$ cat config.mk
export PLATFORM = sky130hd
export DESIGN_NAME = json_string_escaper
export DESIGN_NICKNAME = d
export VERILOG_FILES = /design/src/sv/jse_pkg.sv /design/src/sv/jse_front.sv /design/src/sv/jse_queue.sv /design/src/sv/jse_back.sv /design/src/sv/json_string_escaper.sv
export SDC_FILE = /design/constraint.sdc
export NUM_CORES = 1
export LEC_CHECK = 0
export BUFFER_PORTS_ARGS = -buffer_cell sky130_fd_sc_hd__buf_2
export CAP_MARGIN = 20
export CORE_MARGIN = 3
export CORE_UTILIZATION = 50
export DETAILED_ROUTE_END_ITERATION = 7
export HOLD_SLACK_MARGIN = 0.08
export PLACE_DENSITY = 0.7
export SETUP_SLACK_MARGIN = 0.3
export SLEW_MARGIN = 25
export SYNTH_ARGS = -nofsm -noshare
export SYNTH_HDL_FRONTEND = slang
export SYNTH_SLANG_ARGS = --single-unit
$ cat constraint.sdc
create_clock -name i_clk -period 6.1 [get_ports i_clk]
set_input_delay 0 -clock i_clk [delete_from_list [all_inputs] [get_ports i_clk]]
set_output_delay 0 -clock i_clk [all_outputs]
set_load 0.01 [all_outputs]
$ cat src/sv/jse_pkg.sv
// Package for the JSON string escaper: payload structs, the command passed
// from the front to the back through the queue, state encodings and constants.
// No dependencies.
`default_nettype none

package jse_pkg;

    // Input transaction payload.
    typedef struct packed {
        logic [7:0] in_byte;
        logic       first_of_string;
        logic       last_of_string;
        logic       no_byte;
    } t_in;

    // Output transaction payload.
    typedef struct packed {
        logic [7:0] out_byte;
        logic       last_of_run;
        logic       bad_sequence;
    } t_out;

    // Body of one command: nothing, one literal character, a two-character
    // escape, one \uXXXX unit, or a surrogate pair of two units.
    typedef enum logic [2:0] {
        K_NONE,
        K_CHAR,
        K_ESC,
        K_U1,
        K_U2
    } t_kind;

    typedef struct packed {
        logic        open_q;
        logic        close_q;
        t_kind       kind;
        logic [7:0]  chr;
        logic [15:0] unit_a;
        logic [15:0] unit_b;
        logic        bad;
    } t_cmd;

    typedef enum logic [1:0] {
        B_IDLE,
        B_OPEN,
        B_BODY,
        B_CLOSE
    } t_bstate;

    localparam int Q_DEPTH = 4;
    localparam int Q_AW    = $clog2(Q_DEPTH);
    localparam int Q_CW    = $clog2(Q_DEPTH + 1);

    // Body step counter covers the longest body, a surrogate pair.
    localparam int UNIT_CHARS = 6;
    localparam int BODY_MAX   = 2 * UNIT_CHARS;
    localparam int BCW        = $clog2(BODY_MAX);

    localparam logic [7:0] CH_QUOTE = 8'h22;
    localparam logic [7:0] CH_BSL   = 8'h5C;
    localparam logic [7:0] CH_U     = 8'h75;
    localparam logic [7:0] CH_B     = 8'h62;
    localparam logic [7:0] CH_F     = 8'h66;
    localparam logic [7:0] CH_N     = 8'h6E;
    localparam logic [7:0] CH_R     = 8'h72;
    localparam logic [7:0] CH_T     = 8'h74;

    localparam logic [7:0] CTRL_LIMIT = 8'h20;

    function automatic logic [7:0] hex_char(input logic [3:0] nib);
        logic [7:0] c;
        if (nib < 4'd10) begin
            c = 8'h30 + {4'h0, nib};
        end else begin
            c = 8'h57 + {4'h0, nib};
        end
        return c;
    endfunction

endpackage

`default_nettype wire

$ cat src/sv/jse_front.sv
// Front end of the JSON string escaper: accepts input transactions, runs the
// UTF-8 decoder and turns each item into at most one command for the back end.
// Depends on jse_pkg.
`default_nettype none

module jse_front (
    input  wire logic           i_clk,
    input  wire logic           i_rst_n,
    input  wire logic           i_cfg_we,
    input  wire logic           i_cfg_data,
    input  wire logic           i_valid,
    output logic                o_stall,
    input  wire jse_pkg::t_in   i_data,
    input  wire logic           i_q_full,
    output logic                o_push,
    output jse_pkg::t_cmd       o_cmd
);

    logic        r_mode;
    logic [20:0] r_acc;
    logic [1:0]  r_rem;
    logic        r_held;

    logic [20:0] n_acc;
    logic [1:0]  n_rem;
    logic        n_held;

    logic        accept;
    logic        bad;
    logic        handled;
    logic [7:0]  lo;
    logic [7:0]  hi;
    logic [7:0]  b;
    logic [20:0] w_cp;
    logic [19:0] w_v;
    logic [20:0] w_diff;
    jse_pkg::t_cmd cmd;

    assign b       = i_data.in_byte;
    assign accept  = i_valid && !i_q_full;
    assign o_stall = i_q_full;
    assign w_cp    = {r_acc[14:0], b[5:0]};
    assign w_diff  = w_cp - 21'h010000;
    assign w_v     = w_diff[19:0];

    always_comb begin
        n_acc   = r_acc;
        n_rem   = r_rem;
        bad     = 1'b0;
        handled = 1'b0;
        lo      = 8'h80;
        hi      = 8'hBF;
        cmd.open_q  = i_data.first_of_string;
        cmd.close_q = i_data.last_of_string;
        cmd.kind    = jse_pkg::K_NONE;
        cmd.chr     = b;
        cmd.unit_a  = {8'h00, b};
        cmd.unit_b  = 16'h0000;

        // A new string ends whatever sequence was left open.
        if (i_data.first_of_string) begin
            if (n_rem != 2'd0) bad = 1'b1;
            n_rem = 2'd0;
            n_acc = '0;
        end

        if (!i_data.no_byte) begin
            if (r_mode && n_rem != 2'd0) begin
                if (b[7:6] == 2'b10) begin
                    handled = 1'b1;
                    if (n_rem == 2'd3) begin
                        if (n_acc == 21'd0) lo = 8'h90;
                        if (n_acc == 21'd4) hi = 8'h8F;
                    end else if (n_rem == 2'd2 && n_acc < 21'h10) begin
                        if (n_acc == 21'd0) lo = 8'hA0;
                        if (n_acc == 21'hD) hi = 8'h9F;
                    end
                    if (b < lo || b > hi) begin
                        bad   = 1'b1;
                        n_rem = 2'd0;
                        n_acc = '0;
                    end else if (n_rem == 2'd1) begin
                        n_rem = 2'd0;
                        n_acc = '0;
                        if (w_cp < 21'h010000) begin
                            cmd.kind   = jse_pkg::K_U1;
                            cmd.unit_a = w_cp[15:0];
                        end else begin
                            cmd.kind   = jse_pkg::K_U2;
                            cmd.unit_a = {6'b110110, w_v[19:10]};
                            cmd.unit_b = {6'b110111, w_v[9:0]};
                        end
                    end else begin
                        n_rem = n_rem - 2'd1;
                        n_acc = w_cp;
                    end
                end else begin
                    // Interrupted sequence: drop it, then treat this byte as new.
                    bad   = 1'b1;
                    n_rem = 2'd0;
                    n_acc = '0;
                end
            end else if (!r_mode) begin
                if (n_rem != 2'd0) bad = 1'b1;
                n_rem = 2'd0;
                n_acc = '0;
            end

            if (!handled) begin
                if (b < 8'h80 || !r_mode) begin
                    case (b)
                        jse_pkg::CH_QUOTE, jse_pkg::CH_BSL: begin
                            cmd.kind = jse_pkg::K_ESC;
                            cmd.chr  = b;
                        end
                        8'h08: begin
                            cmd.kind = jse_pkg::K_ESC;
                            cmd.chr  = jse_pkg::CH_B;
                        end
                        8'h0C: begin
                            cmd.kind = jse_pkg::K_ESC;
                            cmd.chr  = jse_pkg::CH_F;
                        end
                        8'h0A: begin
                            cmd.kind = jse_pkg::K_ESC;
                            cmd.chr  = jse_pkg::CH_N;
                        end
                        8'h0D: begin
                            cmd.kind = jse_pkg::K_ESC;
                            cmd.chr  = jse_pkg::CH_R;
                        end
                        8'h09: begin
                            cmd.kind = jse_pkg::K_ESC;
                            cmd.chr  = jse_pkg::CH_T;
                        end
                        default: begin
                            if (b < jse_pkg::CTRL_LIMIT) begin
                                cmd.kind = jse_pkg::K_U1;
                            end else begin
                                cmd.kind = jse_pkg::K_CHAR;
                            end
                        end
                    endcase
                end else if (b >= 8'hC2 && b <= 8'hDF) begin
                    n_acc = {16'h0, b[4:0]};
                    n_rem = 2'd1;
                end else if (b >= 8'hE0 && b <= 8'hEF) begin
                    n_acc = {17'h0, b[3:0]};
                    n_rem = 2'd2;
                end else if (b >= 8'hF0 && b <= 8'hF4) begin
                    n_acc = {18'h0, b[2:0]};
                    n_rem = 2'd3;
                end else begin
                    bad = 1'b1;
                end
            end
        end

        if (i_data.last_of_string) begin
            if (n_rem != 2'd0) bad = 1'b1;
            n_rem = 2'd0;
            n_acc = '0;
        end

        o_push  = accept && (i_data.first_of_string || i_data.last_of_string ||
                             cmd.kind != jse_pkg::K_NONE);
        cmd.bad = r_held || bad;
        // A drop on an item with no output is reported with the next output.
        n_held  = o_push ? 1'b0 : (r_held || bad);
    end

    assign o_cmd = cmd;

    always_ff @(posedge i_clk) begin
        if (!i_rst_n) begin
            r_mode <= 1'b0;
            r_acc  <= '0;
            r_rem  <= 2'd0;
            r_held <= 1'b0;
        end else begin
            if (i_cfg_we) r_mode <= i_cfg_data;
            if (accept) begin
                r_acc  <= n_acc;
                r_rem  <= n_rem;
                r_held <= n_held;
            end
        end
    end

endmodule

`default_nettype wire

$ cat src/sv/jse_queue.sv
// Short command queue between the front and back ends of the escaper.
// Depends on jse_pkg.
`default_nettype none

module jse_queue (
    input  wire logic           i_clk,
    input  wire logic           i_rst_n,
    input  wire logic           i_push,
    input  wire jse_pkg::t_cmd  i_cmd,
    output logic                o_full,
    input  wire logic           i_pop,
    output logic                o_valid,
    output jse_pkg::t_cmd       o_cmd
);

    jse_pkg::t_cmd r_mem [jse_pkg::Q_DEPTH];

    logic [jse_pkg::Q_AW-1:0] r_wp;
    logic [jse_pkg::Q_AW-1:0] r_rp;
    logic [jse_pkg::Q_CW-1:0] r_cnt;

    logic do_push;
    logic do_pop;

    assign o_full  = (r_cnt == jse_pkg::Q_CW'(jse_pkg::Q_DEPTH));
    assign o_valid = (r_cnt != '0);
    assign o_cmd   = r_mem[r_rp];
    assign do_push = i_push && !o_full;
    assign do_pop  = i_pop && o_valid;

    function automatic logic [jse_pkg::Q_AW-1:0] bump(input logic [jse_pkg::Q_AW-1:0] p);
        logic [jse_pkg::Q_AW-1:0] q;
        if (p == jse_pkg::Q_AW'(jse_pkg::Q_DEPTH - 1)) begin
            q = '0;
        end else begin
            q = p + 1'b1;
        end
        return q;
    endfunction

    always_ff @(posedge i_clk) begin
        if (do_push) r_mem[r_wp] <= i_cmd;
    end

    always_ff @(posedge i_clk) begin
        if (!i_rst_n) begin
            r_wp  <= '0;
            r_rp  <= '0;
            r_cnt <= '0;
        end else begin
            if (do_push) r_wp <= bump(r_wp);
            if (do_pop)  r_rp <= bump(r_rp);
            if (do_push && !do_pop) begin
                r_cnt <= r_cnt + 1'b1;
            end else if (do_pop && !do_push) begin
                r_cnt <= r_cnt - 1'b1;
            end
        end
    end

endmodule

`default_nettype wire

$ cat src/sv/jse_back.sv
// Back end of the escaper: expands each queued command into output
// characters, one per cycle while not stalled, through a registered output stage.
// Depends on jse_pkg.
`default_nettype none

module jse_back (
    input  wire logic           i_clk,
    input  wire logic           i_rst_n,
    input  wire logic           i_q_valid,
    input  wire jse_pkg::t_cmd  i_q_cmd,
    output logic                o_pop,
    output logic                o_valid,
    input  wire logic           i_stall,
    output jse_pkg::t_out       o_data
);

    jse_pkg::t_bstate          r_state;
    jse_pkg::t_cmd             r_cmd;
    logic [jse_pkg::BCW-1:0]   r_cnt;
    logic                      r_out_valid;
    jse_pkg::t_out             r_out;

    jse_pkg::t_bstate          n_state;
    jse_pkg::t_cmd             n_cmd;
    logic [jse_pkg::BCW-1:0]   n_cnt;

    logic                      can_emit;
    logic                      advance;
    logic                      is_final;
    logic                      body_end;
    logic [jse_pkg::BCW-1:0]   body_last;
    logic [jse_pkg::BCW-1:0]   kk;
    logic [15:0]               unit;
    logic [7:0]                cur_byte;
    jse_pkg::t_bstate          start_state;

    assign can_emit = !r_out_valid || !i_stall;
    assign advance  = (r_state != jse_pkg::B_IDLE) && can_emit;

    // First phase of the command at the queue head.
    always_comb begin
        if (i_q_cmd.open_q) begin
            start_state = jse_pkg::B_OPEN;
        end else if (i_q_cmd.kind != jse_pkg::K_NONE) begin
            start_state = jse_pkg::B_BODY;
        end else begin
            start_state = jse_pkg::B_CLOSE;
        end
    end

    // Output and step decode for the current command.
    always_comb begin
        case (r_cmd.kind)
            jse_pkg::K_ESC:  body_last = jse_pkg::BCW'(1);
            jse_pkg::K_U1:   body_last = jse_pkg::BCW'(jse_pkg::UNIT_CHARS - 1);
            jse_pkg::K_U2:   body_last = jse_pkg::BCW'(jse_pkg::BODY_MAX - 1);
            default:         body_last = '0;
        endcase
        body_end = (r_cnt == body_last);

        if (r_cnt >= jse_pkg::BCW'(jse_pkg::UNIT_CHARS)) begin
            kk   = r_cnt - jse_pkg::BCW'(jse_pkg::UNIT_CHARS);
            unit = r_cmd.unit_b;
        end else begin
            kk   = r_cnt;
            unit = r_cmd.unit_a;
        end

        cur_byte = r_cmd.chr;
        is_final = 1'b0;
        case (r_state)
            jse_pkg::B_OPEN: begin
                cur_byte = jse_pkg::CH_QUOTE;
                is_final = (r_cmd.kind == jse_pkg::K_NONE) && !r_cmd.close_q;
            end
            jse_pkg::B_BODY: begin
                is_final = body_end && !r_cmd.close_q;
                case (r_cmd.kind)
                    jse_pkg::K_ESC: begin
                        cur_byte = (r_cnt == '0) ? jse_pkg::CH_BSL : r_cmd.chr;
                    end
                    jse_pkg::K_U1, jse_pkg::K_U2: begin
                        case (kk)
                            jse_pkg::BCW'(0): cur_byte = jse_pkg::CH_BSL;
                            jse_pkg::BCW'(1): cur_byte = jse_pkg::CH_U;
                            jse_pkg::BCW'(2): cur_byte = jse_pkg::hex_char(unit[15:12]);
                            jse_pkg::BCW'(3): cur_byte = jse_pkg::hex_char(unit[11:8]);
                            jse_pkg::BCW'(4): cur_byte = jse_pkg::hex_char(unit[7:4]);
                            default:          cur_byte = jse_pkg::hex_char(unit[3:0]);
                        endcase
                    end
                    default: cur_byte = r_cmd.chr;
                endcase
            end
            jse_pkg::B_CLOSE: begin
                cur_byte = jse_pkg::CH_QUOTE;
                is_final = 1'b1;
            end
            default: begin
                cur_byte = r_cmd.chr;
                is_final = 1'b0;
            end
        endcase

        // The next command is taken in the same cycle the current one ends.
        o_pop = i_q_valid && ((r_state == jse_pkg::B_IDLE) || (advance && is_final));
    end

    // Next-state logic.
    always_comb begin
        n_state = r_state;
        n_cmd   = r_cmd;
        n_cnt   = r_cnt;
        case (r_state)
            jse_pkg::B_IDLE: begin
                if (i_q_valid) begin
                    n_state = start_state;
                    n_cmd   = i_q_cmd;
                    n_cnt   = '0;
                end
            end
            jse_pkg::B_OPEN, jse_pkg::B_BODY, jse_pkg::B_CLOSE: begin
                if (advance) begin
                    if (is_final) begin
                        if (i_q_valid) begin
                            n_state = start_state;
                            n_cmd   = i_q_cmd;
                            n_cnt   = '0;
                        end else begin
                            n_state = jse_pkg::B_IDLE;
                        end
                    end else if (r_state == jse_pkg::B_OPEN) begin
                        n_state = (r_cmd.kind != jse_pkg::K_NONE) ? jse_pkg::B_BODY
                                                                  : jse_pkg::B_CLOSE;
                        n_cnt   = '0;
                    end else if (body_end) begin
                        n_state = jse_pkg::B_CLOSE;
                    end else begin
                        n_cnt = r_cnt + 1'b1;
                    end
                end
            end
            default: n_state = jse_pkg::B_IDLE;
        endcase
    end

    always_ff @(posedge i_clk) begin
        if (!i_rst_n) begin
            r_state     <= jse_pkg::B_IDLE;
            r_cnt       <= '0;
            r_out_valid <= 1'b0;
        end else begin
            r_state <= n_state;
            r_cnt   <= n_cnt;
            if (advance) begin
                r_out_valid <= 1'b1;
            end else if (!i_stall) begin
                r_out_valid <= 1'b0;
            end
        end
    end

    always_ff @(posedge i_clk) begin
        r_cmd <= n_cmd;
        if (advance) begin
            r_out.out_byte     <= cur_byte;
            r_out.last_of_run  <= is_final;
            r_out.bad_sequence <= r_cmd.bad;
        end
    end

    assign o_valid = r_out_valid;
    assign o_data  = r_out;

endmodule

`default_nettype wire

$ cat src/sv/json_string_escaper.sv
// Top level of the JSON string escaper: front end, command queue, back end.
// Depends on jse_pkg, jse_front, jse_queue and jse_back.
`default_nettype none

// Turns a byte stream into quoted JSON string text, one output character per
// transaction. The front end accepts one input byte per cycle while the
// four-entry command queue has room; the back end emits exactly one character
// per cycle while the output is not stalled, with no gap between items that
// are already queued. An item yields the characters of its escaped form:
// 1 for a plain byte, 2 for a short escape, 6 for a \u unit, 12 for a
// surrogate pair, plus one for each quote, and none for a byte that just
// continues an open UTF-8 sequence. With an idle output, the first character
// of an accepted byte passes through the command queue, the back end's command
// register and its registered output stage before it is presented. Write the
// ascii-only mode bit only while no transaction is in flight.
module json_string_escaper (
    input  wire logic           i_clk,
    input  wire logic           i_rst_n,
    input  wire logic           i_cfg_we,
    input  wire logic           i_cfg_data,
    input  wire logic           i_valid,
    output logic                o_stall,
    input  wire jse_pkg::t_in   i_data,
    output logic                o_valid,
    input  wire logic           i_stall,
    output jse_pkg::t_out       o_data
);

    logic          q_full;
    logic          push;
    logic          pop;
    logic          q_valid;
    jse_pkg::t_cmd push_cmd;
    jse_pkg::t_cmd head_cmd;

    jse_front u_front (
        .i_clk      (i_clk),
        .i_rst_n    (i_rst_n),
        .i_cfg_we   (i_cfg_we),
        .i_cfg_data (i_cfg_data),
        .i_valid    (i_valid),
        .o_stall    (o_stall),
        .i_data     (i_data),
        .i_q_full   (q_full),
        .o_push     (push),
        .o_cmd      (push_cmd)
    );

    jse_queue u_queue (
        .i_clk   (i_clk),
        .i_rst_n (i_rst_n),
        .i_push  (push),
        .i_cmd   (push_cmd),
        .o_full  (q_full),
        .i_pop   (pop),
        .o_valid (q_valid),
        .o_cmd   (head_cmd)
    );

    jse_back u_back (
        .i_clk     (i_clk),
        .i_rst_n   (i_rst_n),
        .i_q_valid (q_valid),
        .i_q_cmd   (head_cmd),
        .o_pop     (pop),
        .o_valid   (o_valid),
        .i_stall   (i_stall),
        .o_data    (o_data)
    );

endmodule

`default_nettype wire
* Word-level counts from Yosys, hierarchy flattened *
Memory sizes are Yosys's and may differ from the RTL's. A register that Yosys moved wholly into a read port is not among the register bits.
Cells that the tools add are included.

word-level totals
  register bits = 95
  bits in writable memories = 184
  output and inout bits = 12
  logic and storage cells = 256
  memories kept = 1

memory list
  memory         words  bits a word  rd ports  clocked after memory_dff  wr ports  line             source
  u_queue.r_mem  4      46           1         1                         1         jse_queue.sv:16  jse_pkg::t_cmd r_mem [jse_pkg::Q_DEPTH];

operators by class
  $add $sub $neg = 16
  order comparisons = 17
  equality and inequality tests = 33
  muxes and demuxes = 118
  reduce and logical (&&, ||, !) cells = 51

operator list
  operator                number
  $mux W21                13
  $mux W46                3
  $mux W32                4
  $mux W8                 15
  $pmux W46 S2            1
  $pmux W8 S5             2
  $mux W2                 25
  $mux W16                3
  $mux W43                1
  $eq A8 B4 Y1 const B    5
  $add A7 B4 Y8 const A   4
  $pmux W8 S2             2
  $add A6 B4 Y7 const A   4
  $mux W1                 25
  $ge A8 B8 Y1 const B    3
  $le A8 B8 Y1 const B    3
  $mux W3                 8
  $mux W4                 6
  $mux W11                2
  $eq A21 B3 Y1 const B   1
  $eq A21 B4 Y1 const B   1
  $logic_not A21 Y1       1
  $lt A21 B17 Y1 const B  1
  $lt A21 B5 Y1 const B   1
  other kinds (45)        101

* Logic depth before layout (Yosys ltp) *
Gate-level depths: netlist of run 1.

  word-level depth = 24
  gate-level depth with buffers = 20
  mapped depth without buffers = 19

* Modules after synthesis *
A second synthesis of run 1 with hierarchy kept.

second synthesis, totals
  cell total of the unflattened synthesis = 893
  area total of the unflattened synthesis = 12931.2 sq um

by module, submodules not included
  module     instances  cells each  area each (sq um)  sequential area each (sq um)
  jse_queue  1          291         7181.9             5705.5
  jse_back   1          330         3578.4             1791.7
  jse_front  1          272         2170.8             500.5

* Least setup slack after synthesis of run 1 *
Ideal clock, no wire load.

  kind = register -> register
  from = register u_front.r_acc[10]
  to = memory u_queue.r_mem[3][0] (netlist name) (enable)
  library setup time = 0.402 ns
  data arrival time = 3.974 ns
  data required time = 5.698 ns
  setup slack = 1.724 ns
  stages on the path, launching flop included = 15
  clock period less this slack = 4.376 ns
  cells stage by stage = dfxtp_1 or3_4 or3_1 buf_2 nor2_1 nand4_1 a21oi_1 ha_1 a21o_1 o21ai_1 nand2_2 nor3_4 nand4_4 a31oi_4 and2_1

between the ends
  word-level cells in the longest chain between the ends = 22

ends and longest elaborated chain
  what                                               line              source
  from (decl)                                        jse_front.sv:20   logic [20:0] r_acc;
  from (signal assigned)                             jse_front.sv:183  r_acc <= n_acc;
  $mux W21                                           jse_front.sv:61   if (i_data.first_of_string) begin
  $lt A21 B5 Y1, or another cell as far along        jse_front.sv:74   end else if (n_rem == 2'd2 && n_acc < 21'h10) begin
  $logic_and A1 B1 Y1, or another cell as far along  jse_front.sv:74
  $mux W8                                            jse_front.sv:74
  $mux W8                                            jse_front.sv:71   if (n_rem == 2'd3) begin
  $mux W8                                            jse_front.sv:69   if (b[7:6] == 2'b10) begin
  $mux W8                                            jse_front.sv:68   if (r_mode && n_rem != 2'd0) begin
  $mux W8                                            jse_front.sv:67   if (!i_data.no_byte) begin
  [... 7 more ...]                                   n/a
  $mux W43 (*)                                       jse_front.sv:67
  $reduce_bool A3 Y1 (*)                             jse_front.sv:166  cmd.kind != jse_pkg::K_NONE);
  $logic_or A1 B1 Y1 (*)                             jse_front.sv:165  o_push = accept && (i_data.first_of_string || i_data.last_of_string ||
  $logic_and A1 B1 Y1 (*)                            jse_front.sv:165
  $logic_and A1 B1 Y1 (*)                            jse_queue.sv:28   assign do_push = i_push && !o_full;
  named net u_queue.do_push                          jse_queue.sv:22   logic do_push;
  $mux W1 (*)                                        jse_queue.sv:42   if (do_push) r_mem[r_wp] <= i_cmd;
  $mux W1 (not written as such) (*)                  jse_queue.sv:42
  to (decl)                                          jse_queue.sv:16

Mark *: on every way through the listed nets, which the timed path passes. The rest lies on a longest branch. The select of a mux whose other input is x is not followed.

* Worst setup path after layout of run 1 *
  from = register u_front.r_acc[10]
  to = register u_queue.r_cnt[2] (netlist name)

between the ends
  word-level cells in the longest chain between the ends = 23

ends and longest elaborated chain
  what                                               line              source
  $mux W21                                           jse_front.sv:61
  $lt A21 B5 Y1, or another cell as far along        jse_front.sv:74
  $logic_and A1 B1 Y1, or another cell as far along  jse_front.sv:74
  $mux W8                                            jse_front.sv:74
  $mux W8                                            jse_front.sv:71
  $mux W8                                            jse_front.sv:69
  $mux W8                                            jse_front.sv:68
  $mux W8                                            jse_front.sv:67
  [... 8 more ...]                                   n/a
  $reduce_bool A3 Y1 (*)                             jse_front.sv:166
  $logic_or A1 B1 Y1 (*)                             jse_front.sv:165
  $logic_and A1 B1 Y1 (*)                            jse_front.sv:165
  $logic_and A1 B1 Y1 (*)                            jse_queue.sv:28
  named net u_queue.do_push                          jse_queue.sv:22
  $logic_not A1 Y1                                   jse_queue.sv:55   end else if (do_pop && !do_push) begin
  $logic_and A1 B1 Y1                                jse_queue.sv:55
  $reduce_bool A2 Y1 (no line)                       n/a
  to (signal assigned)                               jse_queue.sv:54   r_cnt <= r_cnt + 1'b1;
  to (signal assigned)                               jse_queue.sv:56   r_cnt <= r_cnt - 1'b1;
  to (decl)                                          jse_queue.sv:20   logic [jse_pkg::Q_CW-1:0] r_cnt;

Marks and branches as above.
A chain may end at the register's enable or synchronous reset.

==> results of run 1 <==
## final cells by class
type / count / share of cell area, %
multi-input combinational: 482 / 30.6
clock buffer: 30 / 5.33
tap: 280 / 2.72
inverter: 31 / 0.903
clock inverter: 18 / 1.42
sequential: 255 / 56.3
timing repair buffer: 52 / 2.80
## stage by stage
step / power (uW) / worst slack, ps / utilization, %
global placement: 3770 / 1390 / 53.5
detailed placement: 3800 / 1230 / 53.5
global route: 5640 / 861 / 58.2
finish: 5370 / 1240 / 58.2
CTS: 5410 / 1210 / 58.2
floorplan: 3430 / 1720 / -
## flip-flops by register name (all words and copies together), names as in the netlist, 3 cells and up, named ones only
signal / cells
u_back.o_data: 10
u_queue.r_cnt: 3
u_back.r_cnt: 4
u_back.r_cmd: 40
u_queue.r_mem: 164
u_front.r_acc: 21
## power breakdown
group	internal, uW	leakage [uW]	total (uW)	switching [uW]
logic	561	0.00173	1270	712
registers	2290	0.00233	2500	204
clock network	971	0.000427	1600	629
total	3830	0.00449	5370	1540
## worst min-delay path, cell delays in order
cell and delay (ps):
buf_2 230, inv_1 150, nand2_1 140
## cells by family (layout without fill, tap and decap cells)
group                      after synthesis  after routing  share of synthesized area [%]
and+or+nand+nor                        222            222                           10.3
DFF                                    255            255                           63.2
xor gates and xnor gates                11             11                          0.841
AOI/OAI and AO/OA                      155            155                           9.75
muxes                                   66             66                           10.3
buffers and inverters                   66            131                           2.42
adders and majority gates               28             28                           3.12
## layout by cell type (no fill, tap or decap), types with 11 or more instances in the layout
cell | Yosys | layout
a21oi_1 | 29 | 29
a22o_1 | 22 | 22
and2_1 | 16 | 12
buf_2 | 12 | 28
clkbuf_16 | 0 | 27
clkinv_1 | 2 | 11
dfxtp_1 | 41 | 39
dlygate4sd3_1 | 0 | 16
edfxtp_1 | 214 | 214
ha_1 | 27 | 27
inv_1 | 28 | 28
mux2i_1 | 17 | 17
mux4_2 | 41 | 41
nand2_1 | 52 | 52
nor2_1 | 63 | 63
nor3_1 | 18 | 18
o21ai_0 | 23 | 23
## worst min path at each step
stage / start / end / slack, ps
finish: i_data[9] / u_queue.r_mem[1][39]$_DFFE_PP_ / 130
global route: i_data[9] / u_queue.r_mem[1][39]$_DFFE_PP_ / 170
CTS: i_data[9] / u_queue.r_mem[0][39]$_DFFE_PP_ / 110
detailed placement: i_cfg_data / u_front.r_mode$_SDFFE_PN0P_ / 240
global placement: i_cfg_data / u_front.r_mode$_SDFFE_PN0P_ / 230
floorplan: i_data[1] / u_queue.r_mem[0][44]$_DFFE_PP_ / 100
## routing by layer
layer / vias up / part of all wire [%]
li1: 3225 / -
met1: 3385 / 44
met2: 238 / 47
met3: 46 / 5.8
met4: 0 / 2.7
met5: - / 0
## repair_timing
action,in CTS,in global routing
hold endpoints to repair,61,0
resized for setup,0,0
hold buffers,16,0
==> run summary, run 1 <==
run status -> complete, no violations
CP Class -> flip-flop to flip-flop
worst flop-to-flop path endpoint -> u_queue.r_cnt[2]$_SDFFE_PN0P_
Worst Setup End Kind -> flip-flop
Worst-Skew Late Latency -> 520 ps
WP depth -> 18
Final TNS setup -> 0 ps
Primary FF master, synth -> edfxtp_1
total grt overflow -> 0
Worst Path Required -> 6540 ps
vias per inst -> 6.01
final hold vios -> 0
first-pass GRT wire length -> 37700 um
Min-Delay Path Class -> primary input to flip-flop
P&R area growth vs syn -> 12.5%
Design Area, Final -> 12900 sq um
initial antenna violation count -> 0
FF+latch count, synth -> 255
Peak VDD IR -> 220 uV
largest net degree at the start of global routing -> 42
Max transition margin -> 41.7%
Synth top area share -> 56.1%
mean area per synthesized cell -> 14.3 sq um
most common cell in the synthesized netlist -> edfxtp_1
WHS Path Cells -> 3
Arr. time, crit path -> 5300 ps
Netlist cell types -> 81
R2R Path Start -> u_front.r_acc[10]$_SDFFE_PN0P_
max_cap viols -> 0
number of global-route vias before repair -> 6787
Layout Nets -> 893
drt wl/cell -> 20.8 um
fin crit period -> 4860 ps
die area -> 24800 sq um
drt initial violations -> 573
Global Route met3 Usage -> 3.13%
post-synthesis sequential area ratio -> 63.2%
Async SR Flop Fraction -> 0%
CTS tree -> done
ratio of cells with drive above 1 in the final layout -> 17.3%
Worst Path Max Fanout -> 13
worst-margin pin slew -> 874 ps
final std cells w/o fill -> 1148
Initial Utilization -> 51.7%
worst setup path endpoint -> u_queue.r_cnt[2]$_SDFFE_PN0P_
Slowest cell on crit path -> or3_1
post-detail-place hpwl -> 15500 um
Worst Skew -> 15.4 ps
IO Port Bufs -> 28
Setup Fix Bufs, Post-CTS -> 0
met2 Use GR -> 31.8%
fin. max-slew vios -> 0
Max stage delay on crit path -> 550 ps
H-tree levels -> 1
Hold Slack -> 129 ps
Tcrit/Tclk final -> 79.7%
die width -> 157 um
layer with the highest usage -> met2
Root Driver -> clkbuf_16
Syn Nets -> 848
synthesized cell area -> 11500 sq um
worst path cell trace -> or3_4 -> or3_1 -> nor2_1 -> nand4_1 -> a21oi_1 -> ha_1 -> a21o_1 -> o21ai_1 -> nand2_2 -> nor3_4 -> nand4_4 -> a31oi_4 -> ha_1 -> inv_1 -> fa_1 -> xor2_1 -> or3_1 -> a21oi_1
Area contributors post-synth -> edfxtp_1, mux4_2, dfxtp_1
Core Footprint -> 22200 sq um
DRC -> 0
GRT Total Usage -> 19.6%
antenna diode count -> 0
Fill cells -> 1737
critical path's top delay family -> simple AND/OR/NAND/NOR gates
Yosys warning count -> 0
Post-DP Area -> 11900 sq um
die height -> 157 um
startpoint class of the critical path -> flip-flop
Post-synth top cells -> edfxtp_1, nor2_1, nand2_1, dfxtp_1, mux4_2
Ports -> 29
Inserted Clock Buffers -> 26
Synth Instances -> 803
routing usage on met1 -> 27.8%
pwr/cell area -> 417 nW/um^2
Pre-antenna DRT Iters -> 5
leakage power -> 0.00449 uW
register area -> 7250 sq um
Final ANT Viol Nets -> 0
crit path launch -> u_front.r_acc[10]$_SDFFE_PN0P_
Worst-path clk slew -> 60 ps
clock sinks -> 255
Worst Reg2Reg Path Length in Cells -> 18
final setup fails -> 0
maximum clock insertion buffer count -> 3
Post-synth EDFFs -> 214
Vias -> 6894
most area-hungry cell type in the Yosys netlist -> edfxtp_1
gpl congestion -> 0.870
Inst Count DP -> 1084
drt total wl -> 23800 um
worst reg2reg setup slack -> 1240 ps
Cell Rows -> 54
area occupied by multi-input gates -> 3940 sq um
WP buf/inv -> 1
highest clock rate -> 206 MHz
RSZ-0062 raised after global routing -> no
No activity file was read; power rests on OpenSTA's default activity.
==> inputs of run 2 (changes only) <==
Clock period 6.1 ns to 4.86 ns, I/O delays scaled along.
==> run summary, run 2 (same netlist as run 1, synthesis figures left out) <==
drt wl/cell -> 20.5 um (-1.0%)
initial antenna violation count -> 0 (unchanged)
critical path's top delay family -> simple AND/OR/NAND/NOR gates
antenna diode count -> 0 (unchanged)
worst-margin pin slew -> 873 ps (-0.706 ps)
Fill cells -> 1716 (-1.2%)
gpl congestion -> 0.884 (+1.6%)
highest clock rate -> 230 MHz (+12%)
DRC -> 0 (unchanged)
Root Driver -> clkbuf_16
Inserted Clock Buffers -> 27 (+3.8%)
total grt overflow -> 0 (unchanged)
pwr/cell area -> 516 nW/um^2 (+24%)
Max transition margin -> 41.8% (+0.047 points)
Tcrit/Tclk final -> 89.6% (+9.9 points)
setup ws final -> 506 ps (-731 ps)
leakage power -> 0.00453 uW (+1.0%)
Largest Register -> u_queue.r_mem
Initial Utilization -> 51.7% (unchanged)
Worst Skew -> 16.9 ps (+1.48 ps)
Max stage delay on crit path -> 400 ps (-150 ps)
Peak VDD IR -> 300 uV (+37%)
Vias -> 6945 (+0.74%)
number of global-route vias before repair -> 6761 (-0.38%)
max_cap viols -> 0 (unchanged)
Arr. time, crit path -> 4790 ps (-510 ps)
clock sinks -> 255 (unchanged)
die height -> 157 um (unchanged)
total power -> 6710 uW (+25%)
register area -> 7250 sq um (about the same)
die area -> 24800 sq um (unchanged)
Final ANT Viol Nets -> 0 (unchanged)
most common cell after layout, fill and taps aside -> edfxtp_1
worst path cell trace -> or3_4 -> or3_1 -> nor2_2 -> nand4_1 -> a21oi_1 -> ha_1 -> a21o_1 -> o21ai_1 -> nand2_2 -> nor3_4 -> nand4_4 -> a31oi_4 -> ha_1 -> inv_1 -> fa_1 -> xor2_1 -> or3_1 -> a21oi_1
worst reg2reg setup slack -> 510 ps (-730 ps)
drt initial violations -> 533 (-7.0%)
Min-Delay Path Class -> primary input to flip-flop
Cell Rows -> 54 (unchanged)
RSZ-0062 raised after global routing -> no
die width -> 157 um (unchanged)
Final TNS setup -> 0 ps (unchanged)
most frequent cells in the layout -> edfxtp_1, nor2_1, nand2_1, mux4_2, dfxtp_1
dpl ws -> 314 ps (-917 ps)
Slowest cell on crit path -> or3_4
vias per inst -> 6.00 (about the same)
Pre-antenna DRT Iters -> 5 (unchanged)
post-detail-place hpwl -> 15600 um (about the same)
largest net degree at the start of global routing -> 42 (unchanged)
Worst Path Max Fanout -> 6 (-7)
P&R area growth vs syn -> 13.3%
Worst-Skew Late Latency -> 520 ps (about the same)
IO Port Bufs -> 28 (unchanged)
CTS tree -> done
GRT Total Usage -> 19.6% (about the same)
run status -> complete, no violations
Layout Nets -> 902 (+1.0%)
final setup fails -> 0 (unchanged)
first-pass GRT wire length -> 37800 um (+0.18%)
maximum clock insertion buffer count -> 3 (unchanged)
area occupied by multi-input gates -> 3940 sq um (about the same)
Worst Path Required -> 5300 ps (-1240 ps)
drt total wl -> 23800 um (-0.26%)
ratio of cells with drive above 1 in the final layout -> 18.9% (+1.6 points)
fin crit period -> 4350 ps (-509 ps)
Worst-path clk slew -> 60 ps (about the same)
Worst Setup End Kind -> flip-flop
Core Footprint -> 22200 sq um (unchanged)
CP Class -> flip-flop to flip-flop
Ports -> 29 (unchanged)
fin. max-slew vios -> 0 (unchanged)
final hold vios -> 0 (unchanged)
startpoint class of the critical path -> flip-flop
WP buf/inv -> 1 (unchanged)
H-tree levels -> 1 (unchanged)
top flop regs -> u_queue.r_mem: 164 flops, u_back.r_cmd: 40 flops, u_front.r_acc: 21 flops
max reg flops -> 164 (unchanged)
==> run 2: changes by cell type in the layout (fill, tap and decap cells not counted), sizes merged <==
cell and change:
buf +9, bufinv -2, clkbuf +3, clkinv -4
clkinvlp +3, dlygate4sd3 -1, inv +1
==> run 2: through the flow <==
step | cells | cell area, sq um | utilization [%] | hold slack [ps]
2_1_floorplan | 803 | 11500 | - | 98.9
3_3_place_gp | 1086 | 11900 | 53.8 | 240
4_1_cts | 1150 | 12900 | 58.4 | 81.4
6_report | 1157 | 13000 | 58.6 | 110
3_5_place_dp | 1086 | 11900 | 53.8 | 245
5_1_grt | 1157 | 13000 | 58.6 | 97.6
==> run 2: what timing repair did <==
action / in CTS / in global routing
hold buffers: 15 / 0
pin swaps: 1 / 4
gates cloned: 0 / 0
hold endpoints to repair: 51 / 0
buffers inserted: 0 / 7
setup endpoints to repair: 1 / 1
resized for setup: 0 / 1
==> run 2: report_power, final <==
group          switching, uW  internal (uW)
sequential               249           2880
combinational            897            720
clock                    804           1160
total                   1950           4760
==> run 2: layout make-up <==
type | instances | area share, %
flip-flops and latches | 255 | 55.8
multi-input cells | 482 | 30.4
clock buffers | 33 | 5.53
repair buffers | 60 | 3.60
well taps | 280 | 2.70
clock inverters | 16 | 1.09
inverters | 31 | 0.896
==> run 2: worst min-delay path, cell delays in order <==
cell and delay (ps):
buf_2 180, inv_1 140, nand2_1 120
==> run 2: path summary, 6_finish.rpt <==
check,startpoint,to,cells past startpoint
setup / recovery,u_front.r_acc[10]$_SDFFE_PN0P_,u_queue.r_cnt[2]$_SDFFE_PN0P_,18
hold / removal,i_data[9],u_queue.r_mem[1][39]$_DFFE_PP_,3
setup reg to reg,u_front.r_acc[10]$_SDFFE_PN0P_,u_queue.r_cnt[2]$_SDFFE_PN0P_,18
hold reg to reg,u_back.r_cmd[0]$_DFFE_PP_,u_back.o_data[0]$_DFFE_PP_,0
==> run 2: per-layer routing <==
layer	GRT usage (%)	vias to the layer above	part of all wire, %
li1	-	3238	-
met1	28.3	3450	45
met2	32.1	221	48
met3	2.64	36	5.2
met4	4.55	0	2.0
met5	0	-	0
